## config.mk

```make
export PLATFORM = sky130hd
export DESIGN_NAME = ps_adpcm_nibble_decoder_core
export DESIGN_NICKNAME = d
export VERILOG_FILES = /design/src/rtl/psadpcm_pkg.sv /design/src/rtl/ps_adpcm_nibble_decoder_core.sv
export SDC_FILE = /design/constraint.sdc
export NUM_CORES = 1
export LEC_CHECK = 0
export BUFFER_PORTS_ARGS = -buffer_cell sky130_fd_sc_hd__buf_2
export CAP_MARGIN = 20
export CELL_PAD_IN_SITES_DETAIL_PLACEMENT = 1
export CELL_PAD_IN_SITES_GLOBAL_PLACEMENT = 1
export CORE_ASPECT_RATIO = 2
export CORE_MARGIN = 2
export CORE_UTILIZATION = 51
export DETAILED_ROUTE_END_ITERATION = 12
export MAX_ROUTING_LAYER = met4
export PLACE_DENSITY = 0.94
export SYNTH_ARGS = -nofsm -noshare
export SYNTH_HDL_FRONTEND = slang
export SYNTH_SLANG_ARGS = --single-unit
```

## constraint.sdc

```tcl
create_clock -name clk_i -period 10.9 [get_ports clk_i]
set_clock_uncertainty 0.2 [all_clocks]
set_input_delay 3.27 -clock clk_i [delete_from_list [all_inputs] [get_ports clk_i]]
set_output_delay 3.27 -clock clk_i [all_outputs]
set_load 0.01 [all_outputs]
```

## src/rtl/psadpcm_pkg.sv

```systemverilog
// Types, constants and the predictor filter table of the PS-ADPCM nibble decoder.
package psadpcm_pkg;

  localparam int unsigned CodeW   = 4;
  localparam int unsigned FilterW = 4;
  localparam int unsigned ShiftW  = 4;
  localparam int unsigned FlagsW  = 8;
  localparam int unsigned SampleW = 16;
  localparam int unsigned CoefW   = 8;
  localparam int unsigned ProdW   = CoefW + SampleW;
  localparam int unsigned SumW    = 28;
  localparam int unsigned ScaledW = SumW - 8;

  localparam logic [4:0]        ShiftBase  = 5'd20;
  localparam logic [FlagsW-1:0] FlagLimit  = 8'h07;
  localparam logic signed [SampleW-1:0] SampleMax = 16'sh7fff;
  localparam logic signed [SampleW-1:0] SampleMin = -16'sh8000;

  typedef enum logic [FilterW-1:0] {
    FILT_NONE  = 4'd0,
    FILT_ONE   = 4'd1,
    FILT_TWO   = 4'd2,
    FILT_THREE = 4'd3,
    FILT_FOUR  = 4'd4
  } filter_e;

  typedef struct packed {
    logic signed [CoefW-1:0] k1;
    logic signed [CoefW-1:0] k2;
  } coef_pair_t;

  // Filter pairs in 64ths; unknown selectors give no prediction.
  function automatic coef_pair_t filter_coefs(input logic [FilterW-1:0] sel);
    coef_pair_t c;
    c.k1 = 8'sd0;
    c.k2 = 8'sd0;
    unique case (sel)
      FILT_ONE: begin
        c.k1 = 8'sd60;
      end
      FILT_TWO: begin
        c.k1 = 8'sd115;
        c.k2 = -8'sd52;
      end
      FILT_THREE: begin
        c.k1 = 8'sd98;
        c.k2 = -8'sd55;
      end
      FILT_FOUR: begin
        c.k1 = 8'sd122;
        c.k2 = -8'sd60;
      end
      default: begin
        c.k1 = 8'sd0;
        c.k2 = 8'sd0;
      end
    endcase
    return c;
  endfunction

endpackage

```

## src/rtl/ps_adpcm_nibble_decoder_core.sv

```systemverilog
// Top level of the PS-ADPCM nibble decoder: input register, predictor and result register.

// Decodes one 4-bit PS-ADPCM code per request into a signed 16-bit PCM sample, with a
// flag that marks saturation. A request is held in an input register, the prediction from
// the two previous samples is formed in one pass of logic and the sample is written to the
// result register, so the decoder takes one request every clock cycle while the output side
// does not stall. The history registers are updated in the same edge that loads the result
// register, so each request sees the samples of all earlier ones. The input side stalls only
// while both registers are full and the output side stalls. A frame flags byte at or above
// the limit gives a zero sample.
module ps_adpcm_nibble_decoder_core (
  input  logic                                 clk_i,
  input  logic                                 rst_ni,
  input  logic                                 in_valid_i,
  output logic                                 in_stall_o,
  input  logic [psadpcm_pkg::CodeW-1:0]        code_nibble_i,
  input  logic [psadpcm_pkg::FilterW-1:0]      filter_index_i,
  input  logic [psadpcm_pkg::ShiftW-1:0]       shift_amount_i,
  input  logic [psadpcm_pkg::FlagsW-1:0]       frame_flags_i,
  output logic                                 out_valid_o,
  input  logic                                 out_stall_i,
  output logic signed [psadpcm_pkg::SampleW-1:0] pcm_sample_o,
  output logic                                 clipped_o
);
  import psadpcm_pkg::*;

  logic                      in_valid_q;
  logic [CodeW-1:0]          code_q;
  logic [FilterW-1:0]        filter_q;
  logic [ShiftW-1:0]         shift_q;
  logic [FlagsW-1:0]         flags_q;
  logic                      out_valid_q;
  logic signed [SampleW-1:0] sample_q, sample_d;
  logic                      clipped_q, clipped_d;
  logic signed [SampleW-1:0] hist_one_q, hist_two_q;

  logic                      out_free;
  logic                      advance;
  logic                      load_in;
  coef_pair_t                coefs;
  logic signed [SumW-1:0]    code_term;
  logic signed [ProdW-1:0]   prod_one, prod_two;
  logic signed [SumW-1:0]    sum;
  logic signed [ScaledW-1:0] scaled;

  assign out_free   = !out_valid_q || !out_stall_i;
  assign advance    = in_valid_q && out_free;
  assign load_in    = !in_valid_q || out_free;
  assign in_stall_o = !load_in;

  always_comb begin
    coefs     = filter_coefs(filter_q);
    code_term = SumW'(signed'(code_q)) <<< (ShiftBase - {1'b0, shift_q});
    prod_one  = ProdW'(coefs.k1) * ProdW'(hist_one_q);
    prod_two  = ProdW'(coefs.k2) * ProdW'(hist_two_q);
    sum       = code_term + ((SumW'(prod_one) + SumW'(prod_two)) <<< 2);
    scaled    = ScaledW'(sum >>> 8);
    sample_d  = '0;
    clipped_d = 1'b0;
    if (flags_q < FlagLimit) begin
      priority if (scaled > ScaledW'(SampleMax)) begin
        sample_d  = SampleMax;
        clipped_d = 1'b1;
      end else if (scaled < ScaledW'(SampleMin)) begin
        sample_d  = SampleMin;
        clipped_d = 1'b1;
      end else begin
        sample_d  = SampleW'(scaled);
      end
    end
  end

  always_ff @(posedge clk_i or negedge rst_ni) begin
    if (!rst_ni) begin
      in_valid_q  <= 1'b0;
      out_valid_q <= 1'b0;
      hist_one_q  <= '0;
      hist_two_q  <= '0;
    end else begin
      if (load_in) begin
        in_valid_q <= in_valid_i;
      end
      if (out_free) begin
        out_valid_q <= in_valid_q;
      end
      if (advance) begin
        hist_one_q <= sample_d;
        hist_two_q <= hist_one_q;
      end
    end
  end

  always_ff @(posedge clk_i) begin
    if (load_in && in_valid_i) begin
      code_q   <= code_nibble_i;
      filter_q <= filter_index_i;
      shift_q  <= shift_amount_i;
      flags_q  <= frame_flags_i;
    end
    if (advance) begin
      sample_q  <= sample_d;
      clipped_q <= clipped_d;
    end
  end

  assign out_valid_o  = out_valid_q;
  assign pcm_sample_o = sample_q;
  assign clipped_o    = clipped_q;

endmodule

```

==> results.md, run 1 <==
## CTS
* 0.07 ns — clock transition at the registers of the reported paths
* 0 — number of buffers inserted by hold repair at cts
* 9 — number of buffers created by CTS
* built — CTS tree
* sky130_fd_sc_hd__clkbuf_16 — CTS Root Cell
* 0.37 ns — Worst-Skew Late Latency
* 2 — CTS max path bufs
* 71 — # clock sinks
* 3 — CTS H-Tree Depth

## Routing
* 45300 um — DRT Wirelength
* 10400 — via count
* 696 — first-iteration detailed-routing DRC count
* 27.4 um — average wire length per cell after detail routing
* 0 — # DRC
* 5 — number of detailed-route iterations in the first pass
* 6.29 — via/cell ratio
* 0 — antenna-violating nets left

## Placed design
* 1.00 — Final Wtd Congestion
* 34200 um — Detail Placement HPWL
* 12700 um2 — post-place instance area
* 42 — count of port buffers added during placement
* 1628 — number of placed instances, taps included

## Die
* 25300 um2 — area of the die
* 43 — number of top-level pins
* 51.5% — initial standard-cell utilization of the core
* 80 — standard-cell rows
* 223 um — die height
* 23700 um2 — area of the core region
* 113 um — Die X

## Finish
* 1700 — number of nets in the layout
* 7.03% — layout-stage area growth over the synthesis result
* 1652 — final cell count without fillers
* 2724 — Filler Cells Inserted
* 13100 um2 — final instance area
* 9.30% — share of layout cells above drive strength 1
* 0 — total inserted antenna cells

## Setup path
* pcm_sample_o[2] — capture point of the worst reg-to-reg path
* filter_q[2] — Reg-to-Reg Start
* 32 — count of cells along the worst register-to-register path
* flop to flop — classification of the worst setup path
* flop — startpoint type of the worst setup path
* flop — element type at the critical path end
* 10.79 ns — endpoint required time on the critical path
* 11.00 ns — data arrival time of the worst path
* 0.77 ns — CP peak stage delay
* sky130_fd_sc_hd__fa_1 — Crit path top cell by count
* 15 — crit-path max FO
* sky130_fd_sc_hd__a221oi_1 — CP max-delay cell
* -0.21 ns — setup slack, reg-to-reg

## STA
* 0.992 ns — slew at the pin closest to its max-slew limit
* 33.9% — Max-Slew Margin vs Limit
* 13 — final setup violation count
* 102% — post-route fraction of the period consumed by the critical path
* 0 — number of max-slew violations in the final report
* 0.0900 GHz — Fmax
* -0.211 ns — slack of the critical path
* 0 — count of final hold-check violations
* 11.11 ns — shortest clock period the worst path allows after layout

## Global route
* 68500 um — wire length of the first global-routing pass
* 0 — GR Overflow Total
* 12000 — number of global-route vias before repair
* 0 — number of antenna violations at the first check in global routing
* 66 — pin count of the biggest net entering global routing
* 37.5% — total global routing track utilization

## Run status
* setup timing — failing checks
* finished, violations left — result of the run

## Synth
* 9.22 um2 — per-instance average area after synthesis
* sky130_fd_sc_hd__fa_1 (30%), sky130_fd_sc_hd__ha_1 (14%), sky130_fd_sc_hd__edfxtp_1 (9.1%) — Synth area leaders
* 1665 — nets in the synthesized netlist
* 68 — distinct cell type count after synthesis
* sky130_fd_sc_hd__fa_1 — largest area contributor in the synthesized netlist
* 29.8% — Synth top area share
* 37 — count of flip-flops with a built-in enable after synthesis
* 0 — YS warnings
* 47.9% — share of flip-flops with an asynchronous set or reset after synthesis
* sky130_fd_sc_hd__inv_1 — most frequent cell after synthesis
* 16.1% — part of the Yosys area used for sequential elements
* sky130_fd_sc_hd__edfxtp_1 — most used flip-flop cell after synthesis
* 12200 um2 — Syn Std Cell Area
* sky130_fd_sc_hd__inv_1 (262), sky130_fd_sc_hd__fa_1 (182), sky130_fd_sc_hd__nand2_1 (140) — Post-synth top cells
* 71 — flop and latch count out of synthesis
* 1325 — gate count after technology mapping

## Flow run
* 0 — max-capacitance violation count

## Power
* 3.39 mW — PnR Total Power
* 6.98 nW — Leak
* 0.351 mV — worst ir drop on vdd
* 259 nW/um2 — power density over the cells

## Worst hold path
* 1 — hold path cells
* in_valid_q — HP Start
* out_valid_o — capture endpoint of the worst hold path
* flop to flop — type of the tightest min-delay check

-- metal layers --
layer  vias up  GRT usage [%]  part of all wire (%)
met5         -              -                     0
met4         0           26.9                   9.3
met3       291           4.94                   5.9
met2       636           66.4                    53
met1      5168           37.1                    32
li1       4298              -                     -
-- cell usage in the layout (no fill, tap or decap), types with 5 or more instances in the layout --
master / Yosys / final
sky130_fd_sc_hd__inv_1: 262 / 261
sky130_fd_sc_hd__fa_1: 182 / 182
sky130_fd_sc_hd__nand2_1: 140 / 140
sky130_fd_sc_hd__ha_1: 134 / 134
sky130_fd_sc_hd__and2_1: 74 / 74
sky130_fd_sc_hd__nor2_1: 65 / 65
sky130_fd_sc_hd__a21oi_1: 59 / 59
sky130_fd_sc_hd__buf_2: 2 / 42
sky130_fd_sc_hd__o21ai_0: 41 / 41
sky130_fd_sc_hd__xnor2_1: 38 / 38
sky130_fd_sc_hd__edfxtp_1: 37 / 37
sky130_fd_sc_hd__dfrtp_1: 34 / 34
sky130_fd_sc_hd__a21o_1: 25 / 24
sky130_fd_sc_hd__and3_1: 23 / 23
sky130_fd_sc_hd__a21oi_2: 20 / 20
sky130_fd_sc_hd__nand3_1: 16 / 16
sky130_fd_sc_hd__xor2_1: 16 / 16
sky130_fd_sc_hd__buf_4: 0 / 16
sky130_fd_sc_hd__nor3_1: 10 / 10
sky130_fd_sc_hd__o21bai_1: 9 / 9
sky130_fd_sc_hd__or2_2: 9 / 9
sky130_fd_sc_hd__clkbuf_16: 0 / 9
sky130_fd_sc_hd__nand2b_1: 7 / 7
sky130_fd_sc_hd__a31oi_1: 7 / 7
sky130_fd_sc_hd__nor2b_1: 6 / 6
sky130_fd_sc_hd__o211ai_1: 6 / 6
sky130_fd_sc_hd__o21ai_1: 5 / 5
-- worst max-delay path: cells and delay by family (launching register included) --
family / cells / cell delay (ns)
compound gates: 9 / 2.86
flops: 1 / 0.49
xor+xnor: 3 / 0.66
fa+ha+maj: 8 / 3.88
buf+inv: 4 / 0.69
simple gates: 8 / 2.03
-- registers in the layout, indices dropped and copies added (netlist names) --
register,count
clipped_o,1
code_q,4
filter_q,4
flags_q,8
hist_one_q,16
hist_two_q,16
in_valid_q,1
out_valid_o,1
pcm_sample_o,16
shift_q,4
-- how the worst max path moves through the flow --
stage,start,to,slack [ns],depth (start not counted)
floorplan,filter_q[2],pcm_sample_o[7],1.51,39
global placement,filter_q[0],pcm_sample_o[2],0.69,34
detailed placement,filter_q[0],hist_one_q[2],0.26,34
CTS,filter_q[0],hist_one_q[2],0.09,32
global route,filter_q[2],pcm_sample_o[2],-0.49,32
finish,filter_q[2],pcm_sample_o[2],-0.21,32
-- cell families (layout without fill, tap and decap cells) --
logic type	Yosys count	count (layout)	synth area share [%]
muxes	5	5	0.420
AOI/OAI and AO/OA	208	208	11.5
xor gates and xnor gates	57	57	4.36
DFF	71	71	16.1
adders and majority gates	316	316	43.5
and+or+nand+nor	368	368	14.7
buffers and inverters	300	340	9.44
-- cell type report --
cell class / count / area [um2] / area share [%]
clock buffers: 10 / 229 / 1.75
clock inverters: 6 / 46.3 / 0.354
inverters: 264 / 991 / 7.58
multi-input cells: 954 / 9120 / 69.7
flip-flops and latches: 71 / 1960 / 15.0
well taps: 287 / 359 / 2.75
repair buffers: 60 / 370 / 2.83
-- stage by stage --
stage | utilization, % | setup slack (ns) | TNS (ns) | hold WS (ns)
6_report | 55.1 | -0.211 | -1.07 | 0.387
5_1_grt | 55.1 | -0.491 | -8.34 | 0.406
4_1_cts | 54.7 | 0.0854 | 0 | 0.392
3_5_place_dp | 53.6 | 0.265 | 0 | 0.330
3_3_place_gp | 53.6 | 0.688 | 0 | 0.264
2_1_floorplan | - | 1.51 | 0 | 0.257
-- power breakdown --
group / total [mW] / internal, mW / switching, mW
Clock: 0.307 / 0.157 / 0.150
Combinational: 2.60 / 0.938 / 1.67
Sequential: 0.476 / 0.343 / 0.133
-- what timing repair did --
action,in CTS,in global routing
endpoints found under the hold margin,0,0
endpoints found under the setup margin,0,31
resized for setup,0,2
buffers inserted,0,8
No activity file was read; power rests on OpenSTA's default activity.
==> run 2: changes to the inputs <==
Settings changed: ABC_AREA set to 1, CORE_MARGIN 2 to unset, CORE_UTILIZATION 51 to 49.
==> run 2 against run 1 <==
- the run now ends clean
- synthesized cell count up 17%
- first-iteration DRC count down 12%
- sequential cell count unchanged
- clock power down 2%
- worst hold slack worse by 0.050 ns
- global-route usage up 3.8 points
- via count up 8.0%
- critical path depth up 10
- cell count up 17%
==> results.md, run 2 <==
## Setup path
* 0.64 ns — setup slack, reg-to-reg
* flop — startpoint type of the worst setup path
* 8 — CP bufs+invs
* adder cells — largest delay contributor family on the critical path
* sky130_fd_sc_hd__fa_1 — CP max-delay cell
* sky130_fd_sc_hd__inv_1 — Crit path top cell by count
* 42 — count of cells along the worst register-to-register path
* 10.30 ns — data arrival time of the worst path
* 32 — crit-path max FO
* 10.94 ns — endpoint required time on the critical path
* hist_one_q[3] — capture point of the worst reg-to-reg path
* filter_q[2] — Reg-to-Reg Start
* flop to flop — classification of the worst setup path
* flop — element type at the critical path end
* 0.60 ns — CP peak stage delay

## Finish
* 1928 — number of nets in the layout
* 3086 — Filler Cells Inserted
* sky130_fd_sc_hd__inv_1 (363), sky130_fd_sc_hd__nand2_1 (274), sky130_fd_sc_hd__nor2_1 (210) — top library cells by usage in the layout, fill and taps aside
* 8910 um2 — Multi-input gate area
* 6.40% — share of layout cells above drive strength 1
* 1960 um2 — Sequential Area
* 6.97% — layout-stage area growth over the synthesis result
* 13200 um2 — final instance area
* 1931 — final cell count without fillers
* sky130_fd_sc_hd__inv_1 — most common library cell in the layout ignoring fill and taps

## Die
* 227 um — die height
* 49.6% — initial standard-cell utilization of the core
* 82 — standard-cell rows
* 25900 um2 — area of the die
* 43 — number of top-level pins
* 114 um — Die X
* 24900 um2 — area of the core region

## Routing
* 0 — # DRC
* 0 — antenna-violating nets left
* 49200 um — DRT Wirelength
* 25.5 um — average wire length per cell after detail routing
* 11200 — via count
* 5 — number of detailed-route iterations in the first pass
* 615 — first-iteration detailed-routing DRC count
* 5.81 — via/cell ratio

## Synth
* adder cells — main combinational cell family by area after synthesis
* 0% — post-synthesis mux area share
* sky130_fd_sc_hd__fa_1 (29%), sky130_fd_sc_hd__ha_1 (14%), sky130_fd_sc_hd__inv_1 (11%) — Synth area leaders
* sky130_fd_sc_hd__inv_1 (363), sky130_fd_sc_hd__nand2_1 (274), sky130_fd_sc_hd__nor2_1 (212) — Post-synth top cells
* 37 — count of flip-flops with a built-in enable after synthesis
* 12400 um2 — Syn Std Cell Area
* sky130_fd_sc_hd__edfxtp_1 — most used flip-flop cell after synthesis
* sky130_fd_sc_hd__fa_1 — largest area contributor in the synthesized netlist
* 19.2% — Simple-Gate Fraction of Synth Area
* 2.97% — xor and xnor area share after synthesis
* 15.8% — part of the Yosys area used for sequential elements
* 1892 — nets in the synthesized netlist
* 47.9% — share of flip-flops with an asynchronous set or reset after synthesis
* 29.4% — Synth top area share
* 43.0% — adder-cell area share of the yosys netlist
* 7.98 um2 — per-instance average area after synthesis
* 0 — YS warnings
* sky130_fd_sc_hd__inv_1 — most frequent cell after synthesis
* 6.67% — synthesized-area fraction occupied by ao, oa, aoi and oai cells
* 71 — flop and latch count out of synthesis
* 43 — distinct cell type count after synthesis
* 1552 — gate count after technology mapping

## STA
* 94.2% — post-route fraction of the period consumed by the critical path
* 0 ns — total negative setup slack
* 0 — number of max-slew violations in the final report
* 0 — count of final hold-check violations
* 0.0974 GHz — Fmax
* 10.26 ns — shortest clock period the worst path allows after layout
* 30.3% — Max-Slew Margin vs Limit
* false — setup repair after global routing missed its margin
* 0.337 ns — minimum hold slack
* 1.03 ns — slew at the pin closest to its max-slew limit
* 0 — final setup violation count

## Global route
* 71.8% — GRT met2 Usage
* 36.3% — met1 Use GR
* 41.3% — total global routing track utilization
* 73900 um — wire length of the first global-routing pass
* met2 — busiest grt layer
* 12900 — number of global-route vias before repair
* 2 — number of antenna violations at the first check in global routing
* 0 — GR Overflow Total
* 7.40% — met3 routing resource usage after global routing
* 68 — pin count of the biggest net entering global routing

## Placed design
* 1913 — number of placed instances, taps included
* 1.08 — Final Wtd Congestion
* 39300 um — Detail Placement HPWL
* 13000 um2 — post-place instance area
* 42 — count of port buffers added during placement

## Worst hold path
* hist_one_q[15] — HP Start
* 2 — hold path cells
* flop to flop — type of the tightest min-delay check
* hist_two_q[15] — capture endpoint of the worst hold path

## CTS
* 3 — CTS H-Tree Depth
* 9 — number of buffers created by CTS
* 0 — Setup Buffers After CTS
* 0.37 ns — Worst-Skew Late Latency
* sky130_fd_sc_hd__clkbuf_16 — CTS Root Cell
* 2 — CTS max path bufs
* 71 — # clock sinks
* 0 — number of buffers inserted by hold repair at cts
* 0.08 ns — clock transition at the registers of the reported paths
* built — CTS tree
* 0 — Resized cells post-CTS

## Power
* 0.101 mV — worst ir drop on vdd
* 7.14 nW — Leak
* 93.0 nW/um2 — power density over the cells

## Flow run
* 0 — max-capacitance violation count

## Run status
* complete, no violations — result of the run

run 2: worst max-delay path by stage:
| stage | startpoint | to | slack (ns) | depth (start not counted) |
|---|---|---|---|---|
| CTS | filter_q[2] | hist_one_q[3] | 0.84 | 42 |
| floorplan | filter_q[1] | pcm_sample_o[10] | 2.32 | 46 |
| global placement | filter_q[1] | pcm_sample_o[2] | 1.58 | 40 |
| finish | filter_q[2] | hist_one_q[3] | 0.64 | 42 |
| global route | filter_q[2] | hist_one_q[3] | 0.16 | 43 |
| detailed placement | filter_q[1] | hist_one_q[2] | 1.10 | 43 |
run 2: metal layers:
layer	share of wire (%)	vias up
met3	5.4	329
met2	53	574
met4	12	0
met1	30	5540
met5	0	-
li1	-	4781
run 2: layout make-up:
class | instances | area share (%)
inverters | 367 | 10.4
repair buffers | 52 | 2.15
clock inverters | 7 | 0.435
diodes | 2 | 0.0378
multi-input cells | 1087 | 67.3
well taps | 336 | 3.17
flip-flops and latches | 71 | 14.8
clock buffers | 9 | 1.70
run 2: logic make-up (layout without fill, tap and decap cells):
group,after synthesis,after routing
XOR/XNOR,42,42
AND/OR/NAND/NOR,581,581
other,0,2
adder cells (fa/ha/maj),316,316
AO/OA/AOI/OAI,148,148
flip-flops,71,71
buffers and inverters,394,435
run 2: per-stage QoR:
stage | setup slack (ns) | util, % | total power [mW]
after global routing | 0.164 | 53.1 | 1.27
after detailed placement | 1.10 | 52.0 | 0.898
after global placement | 1.58 | 52.0 | 0.873
final | 0.636 | 53.1 | 1.23
after floorplan | 2.32 | - | 0.704
after CTS | 0.842 | 53.1 | 1.20
run 2: where the power goes:
| part | internal, mW | total (mW) | leakage, nW | switching [mW] |
|---|---|---|---|---|
| combinational | 0.171 | 0.607 | 6.18 | 0.436 |
| clock | 0.157 | 0.302 | 0.134 | 0.144 |
| sequential | 0.304 | 0.323 | 0.828 | 0.0189 |
run 2: worst reg2reg max path: cells and delay by family, from the launching register on:
kind	cells	cell delay (ns)
fa+ha+maj	8	3.81
flops	1	0.44
compound gates	6	1.35
buf+inv	8	0.94
xor+xnor	1	0.17
simple gates	19	3.25
==> run 3: changes to the inputs <==
Settings changed: GPL_TIMING_DRIVEN set to 0.
==> run 3 against run 2 <==
- routed wire length fell by 1.0%
- global-route usage barely moved
- clock power rose by 4%
- sequential cell count did not move
- largest power group unchanged
==> results.md, run 3 (synthesis gave the netlist of run 2 again) <==
## Global route
* 73600 um — wire length of the first global-routing pass
* 0 — number of antenna violations at the first check in global routing
* 41.3% — total global routing track utilization
* 13000 — number of global-route vias before repair
* 35 — pin count of the biggest net entering global routing
* 0 — GR Overflow Total

## STA
* 0.0938 GHz — Fmax
* 0 ns — total negative setup slack
* 0.970 ns — slew at the pin closest to its max-slew limit
* 0.280 ns — minimum hold slack
* 10.66 ns — shortest clock period the worst path allows after layout
* 0.238 ns — slack of the critical path
* 0 — final setup violation count
* 0 — count of final hold-check violations
* 35.3% — Max-Slew Margin vs Limit
* 97.8% — post-route fraction of the period consumed by the critical path
* 0 — number of max-slew violations in the final report
* false — setup repair after global routing missed its margin

## Placed design
* 42 — count of port buffers added during placement
* 13000 um2 — post-place instance area
* 40000 um — Detail Placement HPWL
* -1.06 ns — pre-CTS setup slack
* 1.04 — Final Wtd Congestion

## Setup path
* flop — element type at the critical path end
* 10.84 ns — endpoint required time on the critical path
* 0.57 ns — CP peak stage delay
* flop — startpoint type of the worst setup path
* 10 — crit-path max FO
* sky130_fd_sc_hd__nand2_1 — Crit path top cell by count
* 10.60 ns — data arrival time of the worst path
* flop to flop — classification of the worst setup path
* sky130_fd_sc_hd__fa_1 — CP max-delay cell

## Routing
* 7 — number of detailed-route iterations in the first pass
* 0 — antenna-violating nets left
* 48700 um — DRT Wirelength
* 525 — first-iteration detailed-routing DRC count
* 11200 — via count
* 0 — # DRC
* 25.0 um — average wire length per cell after detail routing
* 5.76 — via/cell ratio

## CTS
* 9 — number of buffers created by CTS
* 0 — number of buffers inserted by hold repair at cts
* sky130_fd_sc_hd__clkbuf_16 — CTS Root Cell
* 0.38 ns — Worst-Skew Late Latency
* 2 — CTS max path bufs
* built — CTS tree
* 0.08 ns — clock transition at the registers of the reported paths
* 3 — CTS H-Tree Depth
* 71 — # clock sinks

## Finish
* sky130_fd_sc_hd__inv_1 (363), sky130_fd_sc_hd__nand2_1 (274), sky130_fd_sc_hd__nor2_1 (206) — top library cells by usage in the layout, fill and taps aside
* 13400 um2 — final instance area
* 7.38% — share of layout cells above drive strength 1
* 1948 — number of nets in the layout
* sky130_fd_sc_hd__inv_1 — most common library cell in the layout ignoring fill and taps
* 8.13% — layout-stage area growth over the synthesis result
* 0 — total inserted antenna cells
* 53.7% — Finished Core Util

## Die
* 114 um — Die X
* 227 um — die height
* 49.6% — initial standard-cell utilization of the core
* 25900 um2 — area of the die
* 43 — number of top-level pins
* 24900 um2 — area of the core region
* 82 — standard-cell rows

## Power
* 7.20 nW — Leak
* 93.1 nW/um2 — power density over the cells
* 0.139 mV — worst ir drop on vdd

## Run status
* complete, no violations — result of the run

## Flow run
* 0 — max-capacitance violation count

## Worst hold path
* flop to flop — type of the tightest min-delay check

==> run 3: changes by cell type in the layout (fill, tap and decap cells not counted), moves of 4 or more <==
| cell | previous run | this run |
|---|---|---|
| sky130_fd_sc_hd__buf_2 | 42 | 47 |
| sky130_fd_sc_hd__clkbuf_1 | 0 | 13 |
| sky130_fd_sc_hd__buf_4 | 10 | 5 |
| sky130_fd_sc_hd__nor2_2 | 0 | 5 |
| sky130_fd_sc_hd__nor2_1 | 210 | 206 |
==> run 3: metrics by stage <==
stage | std cells | total power [mW]
5_1_grt | 1949 | 1.30
3_3_place_gp | 1930 | 0.885
3_5_place_dp | 1930 | 0.906
6_report | 1949 | 1.25
4_1_cts | 1946 | 1.22
2_1_floorplan | 1552 | 0.704
==> run 3: final cells by class <==
class | count | area, um2
fill | 3138 | 11500
clock buffer | 9 | 225
multi-input combinational | 1087 | 8950
timing repair buffer | 45 | 233
buffer | 27 | 154
sequential | 71 | 1960
tap | 336 | 420
clock inverter | 7 | 60.1
inverter | 367 | 1380
==> run 3: what timing repair did <==
action,4_1_cts,5_1_grt
resized for setup,11,17
endpoints found under the setup margin,32,32
setup buffers,0,2
pin swaps,0,2
==> run 3: path summary, 6_finish.rpt <==
| check | depth (start not counted) | start | endpoint | slack, ns |
|---|---|---|---|---|
| worst max-delay path | 42 | filter_q[3] | pcm_sample_o[1] | 0.24 |
| worst min-delay path | 2 | in_valid_q | out_valid_o | 0.28 |
| worst max register to register | 42 | filter_q[3] | pcm_sample_o[1] | 0.24 |
| worst min register to register | 2 | in_valid_q | out_valid_o | 0.28 |
| max in group asynchronous | 1 | rst_ni | hist_two_q[0] | 7.04 |
| min in group asynchronous | 1 | rst_ni | hist_two_q[12] | 2.82 |
==> run 3: power by group <==
part | total [mW] | switching (mW) | internal, mW
sequential | 0.315 | 0.0118 | 0.303
clock | 0.314 | 0.155 | 0.159
combinational | 0.617 | 0.431 | 0.186
==> run 3: worst max-delay path: cells and delay by family, from the launching register on <==
family                   cells  cell delay (ns)
flip-flops                   1             0.38
adder cells (fa/ha/maj)      8             4.06
AND/OR/NAND/NOR             22             3.51
AO/OA/AOI/OAI                4             0.94
buffers and inverters        7             1.15
XOR/XNOR                     1             0.18
==> run 3: layer usage <==
layer  vias to the layer above  part of all wire [%]  global-route usage (%)  wire length (um)
li1                       4822                     -                       -                 -
met1                      5534                    29                    35.0             14200
met4                         0                    13                    43.1              6540
met3                       341                   5.1                    7.27              2470
met5                         -                     0                       -                 0
met2                       526                    52                    72.5             25500
